===== src/hdl/dht_csub.sv =====
// Shared compare-and-subtract unit: reports a >= d and the difference.
// Standalone; used by the sequencer for probe wrap.
module dht_csub #(
  parameter int W = 7
) (
  input  logic [W-1:0] a,
  input  logic [W-1:0] d,
  output logic         ge,
  output logic [W-1:0] diff
);
  logic [W:0] wide;

  // Borrow out of the wide subtract gives the compare.
  assign wide = {1'b0, a} - {1'b0, d};
  assign ge   = ~wide[W];
  assign diff = wide[W-1:0];
endmodule


===== config.mk =====
export PLATFORM = sky130hd
export DESIGN_NAME = dht_csub
export DESIGN_NICKNAME = d
export VERILOG_FILES = /design/src/hdl/dht_csub.sv
export SDC_FILE = /design/constraint.sdc
export NUM_CORES = 1
export LEC_CHECK = 0
export BUFFER_PORTS_ARGS = -buffer_cell sky130_fd_sc_hd__buf_4
export CAP_MARGIN = 25
export CELL_PAD_IN_SITES_DETAIL_PLACEMENT = 0
export CELL_PAD_IN_SITES_GLOBAL_PLACEMENT = 2
export CORE_UTILIZATION = 22
export DETAILED_ROUTE_END_ITERATION = 6
export PLACE_DENSITY = 0.92
export SLEW_MARGIN = 20
export SYNTH_ARGS = -nofsm -noshare
export SYNTH_HDL_FRONTEND = slang
export SYNTH_SLANG_ARGS = --single-unit

===== constraint.sdc =====
create_clock -name vclk -period 4.5
set_clock_uncertainty 0.1 [all_clocks]
set_input_delay 0.675 -clock vclk [all_inputs]
set_output_delay 0.675 -clock vclk [all_outputs]
set_load 0.01 [all_outputs]

## Word level (Yosys, flattened, before mapping)

Index checks and enable logic that the tools add are counted.

| cells by class | value |
|---|---|
| add/sub/neg operators | 1 |
| bitwise operators | 1 |

Operators with widths:

| cell | count |
|---|---|
| 7-bit by 7-bit subtractor with 8-bit output | 1 |
| 1-bit NOT | 1 |

| storage, ports and cells | value |
|---|---|
| bits in registers | 0 |
| output and inout bits | 8 |
| logic and storage cells | 2 |

## Logic depth before layout (Yosys ltp)

| depth | value |
|---|---|
| depth in word-level cells | 2 |
| mapped depth | 8 |
| depth with buffers taken out | 8 |

## Least setup slack after synthesis

Ideal clock, no wire load.

| timing | value |
|---|---|
| kind | input -> output |
| start | input a[0] |
| end | output diff[6] |
| arrival | 1917 ps |
| slack | 1808 ps |
| stages on the path | 8 |
| path buffers | 0 |
| cell sequence | inv_1 ha_1 inv_1 fa_1 a211oi_2 o21bai_1 a21oi_2 xnor2_1 |

| on the way | value |
|---|---|
| word-level cells in the longest chain between the ends | 1 |

RTL lines:

| item | line | RTL |
|---|---|---|
| start: declaration | 6 | `input logic [W-1:0] a,` |
| 7-bit by 7-bit subtractor with 8-bit output | 14 | `assign wide = {1'b0, a} - {1'b0, d};` |
| end: declaration | 9 | `output logic [W-1:0] diff` |

Every way passes these cells.

## Worst setup path in the final report

Ends and elaborated chain as after synthesis.

==> flow_summary.json <==
{
  "io_pins": 22,
  "fin_setup_tns_ns": 0,
  "hpwl_um": 527,
  "groute.usage.overall": 0.0822,
  "yosysUniqueCellTypes": 15,
  "p_switching_w": 0.0000310,
  "netSwitchingFraction": 0.430,
  "cts_setup_buffers": 0,
  "ys_warn_count": 0,
  "row_count": 12,
  "synth_most_common_cell": "inv_1",
  "synth_nets": 60,
  "yosysSeqAreaShare": 0,
  "outcome": "complete, no violations",
  "drive_gt1_frac": 0.417,
  "cts_hold_buf": 0,
  "synth_area_sq_um": 288,
  "fillers": 121,
  "seq_area_sq_um": 0,
  "p_total_w": 0.0000721,
  "synth_top_area_share": 0.304,
  "ys_top_cells_by_count": "inv_1 (9), ha_1 (7), xnor2_1 (4)",
  "grt_max_degree": 6,
  "hold_ws_ns": 1.60,
  "viasPerCell": 4.20,
  "nNetsFinal": 84,
  "final_core_util": 0.407,
  "leakage_nw": 0.264,
  "yosys.area_share.simple": 0.0696,
  "grt_overflow": 0,
  "cts_resized": 0,
  "drv_cap": 0,
  "nClkBuffers": 0,
  "rsz0062_at_grt": "no",
  "fin_crit_sh": 0.657,
  "required_ns": 3.72,
  "slew_headroom": 0.861,
  "dr.pass1.iters": 2,
  "gp_congestion": 0.663,
  "area_delta_synth_final_pct": 63.5,
  "wl_per_cell_um": 7.73,
  "worst-path-stages": 10,
  "cp_max_fo": 3,
  "synth_compound_area_frac": 0.287,
  "antenna_cells": 0,
  "core_area_sq_um": 1160,
  "drv_slew": 0,
  "period_minus_slack_ns": 2.96,
  "min_path_type": "in -> out",
  "synth_top_cell_by_area": "ha_1",
  "whs_path_depth": 4,
  "syn_avg_cell_area_sq_um": 7.57,
  "combPwrFrac": 1.000,
  "drc": 0,
  "hold_viol": 0,
  "setup-violations-final": 0,
  "synth_top_family_by_area": "adder cells",
  "crit_buf_inv": 4,
  "postRouteAntennaNets": 0,
  "portBuffers": 22,
  "cp-end-kind": "primary output",
  "synth_mux_area_frac": 0,
  "synth-xor-area-share": 0.152,
  "antenna_found_initial": 0,
  "initialDrtViolationCount": 1,
  "ir_worst_vdd_mv": 0.0514,
  "grt_pass1_vias": 252,
  "initial_core_util": 0.249,
  "wirelength_um": 572,
  "fmax_ghz": 0.338,
  "worst_path_max_delay_cell": "fa_1",
  "power_density_nw_per_um2": 153,
  "clkPwrFrac": 0,
  "vias": 311,
  "critPathTopFamily": "adder cells",
  "tightest_slew_ns": 0.206,
  "crit_path_max_incr_delay_ns": 0.42,
  "pwr-share-seq": 0,
  "crit_type": "in -> out",
  "synth_adder_area_share": 0.374,
  "path_cells": "buf_4, inv_1, ha_1, inv_1, fa_1, a211oi_2, o21bai_1, a21oi_2, xnor2_1, buf_4",
  "die-area_sq_um": 1460,
  "grt_pass1_wl_um": 931,
  "die_h_um": 38.2,
  "cell_internal_pwr_w": 0.0000411,
  "cp-start-kind": "primary input",
  "arrival_ns": 2.18,
  "yosys-top-cells-area": "ha_1 (30%), xnor2_1 (12%), inv_1 (12%)",
  "seq_cell_count": 0,
  "die_w_um": 38.2,
  "netlist_instances": 38,
  "multiInputGateArea_sq_um": 254
}
==> power by group through the flow <==
stage	combinational (W)	sequential [W]	clock, W
after CTS	0.0000732	0	0
final	0.0000721	0	0
after floorplan	0.0000402	0	0
after global routing	0.0000802	0	0
after global placement	0.0000722	0	0
after detailed placement	0.0000728	0	0
==> layer usage <==
layer | GRT usage | share of wire
met2 | 0.136 | 0.45
met3 | 0 | 0.049
met4 | 0 | 0
met1 | 0.125 | 0.49
met5 | 0 | 0
==> path summary, 6_finish.rpt <==
kind / start / end / slack (ns)
setup / recovery: a[0] / diff[6] / 1.54
hold / removal: d[0] / diff[0] / 1.60
==> stage by stage <==
| step | instances | area (sq um) | setup WS [ns] |
|---|---|---|---|
| floorplan | 38 | 288 | 1.81 |
| global placement | 74 | 470 | 1.55 |
| detailed placement | 74 | 470 | 1.53 |
| CTS | 74 | 470 | 1.53 |
| global route | 74 | 470 | 1.41 |
| finish | 74 | 470 | 1.54 |
==> cells in the final DEF (no fill, tap or decap) <==
| cell | instances |
|---|---|
| ha_1 | 7 |
| nor2b_1 | 2 |
| a21o_1 | 1 |
| buf_4 | 22 |
| a21oi_1 | 3 |
| a21oi_2 | 1 |
| o21bai_1 | 1 |
| o21a_1 | 1 |
| a21o_2 | 1 |
| xor2_1 | 1 |
| o21ai_0 | 3 |
| fa_1 | 1 |
| nand2_1 | 2 |
| xnor2_1 | 4 |
| a211oi_2 | 1 |
| inv_1 | 9 |
==> cells by family after synthesis <==
family	after synthesis
xor gates and xnor gates	5
adders and majority gates	8
AOI/OAI and AO/OA	12
and+or+nand+nor	4
buffers and inverters	9
==> cell type report <==
class,instances,area share
multi-input cells,29,0.540
inverters,9,0.0718
well taps,14,0.0372
repair buffers,22,0.351
No activity file was read; power rests on OpenSTA's default activity.
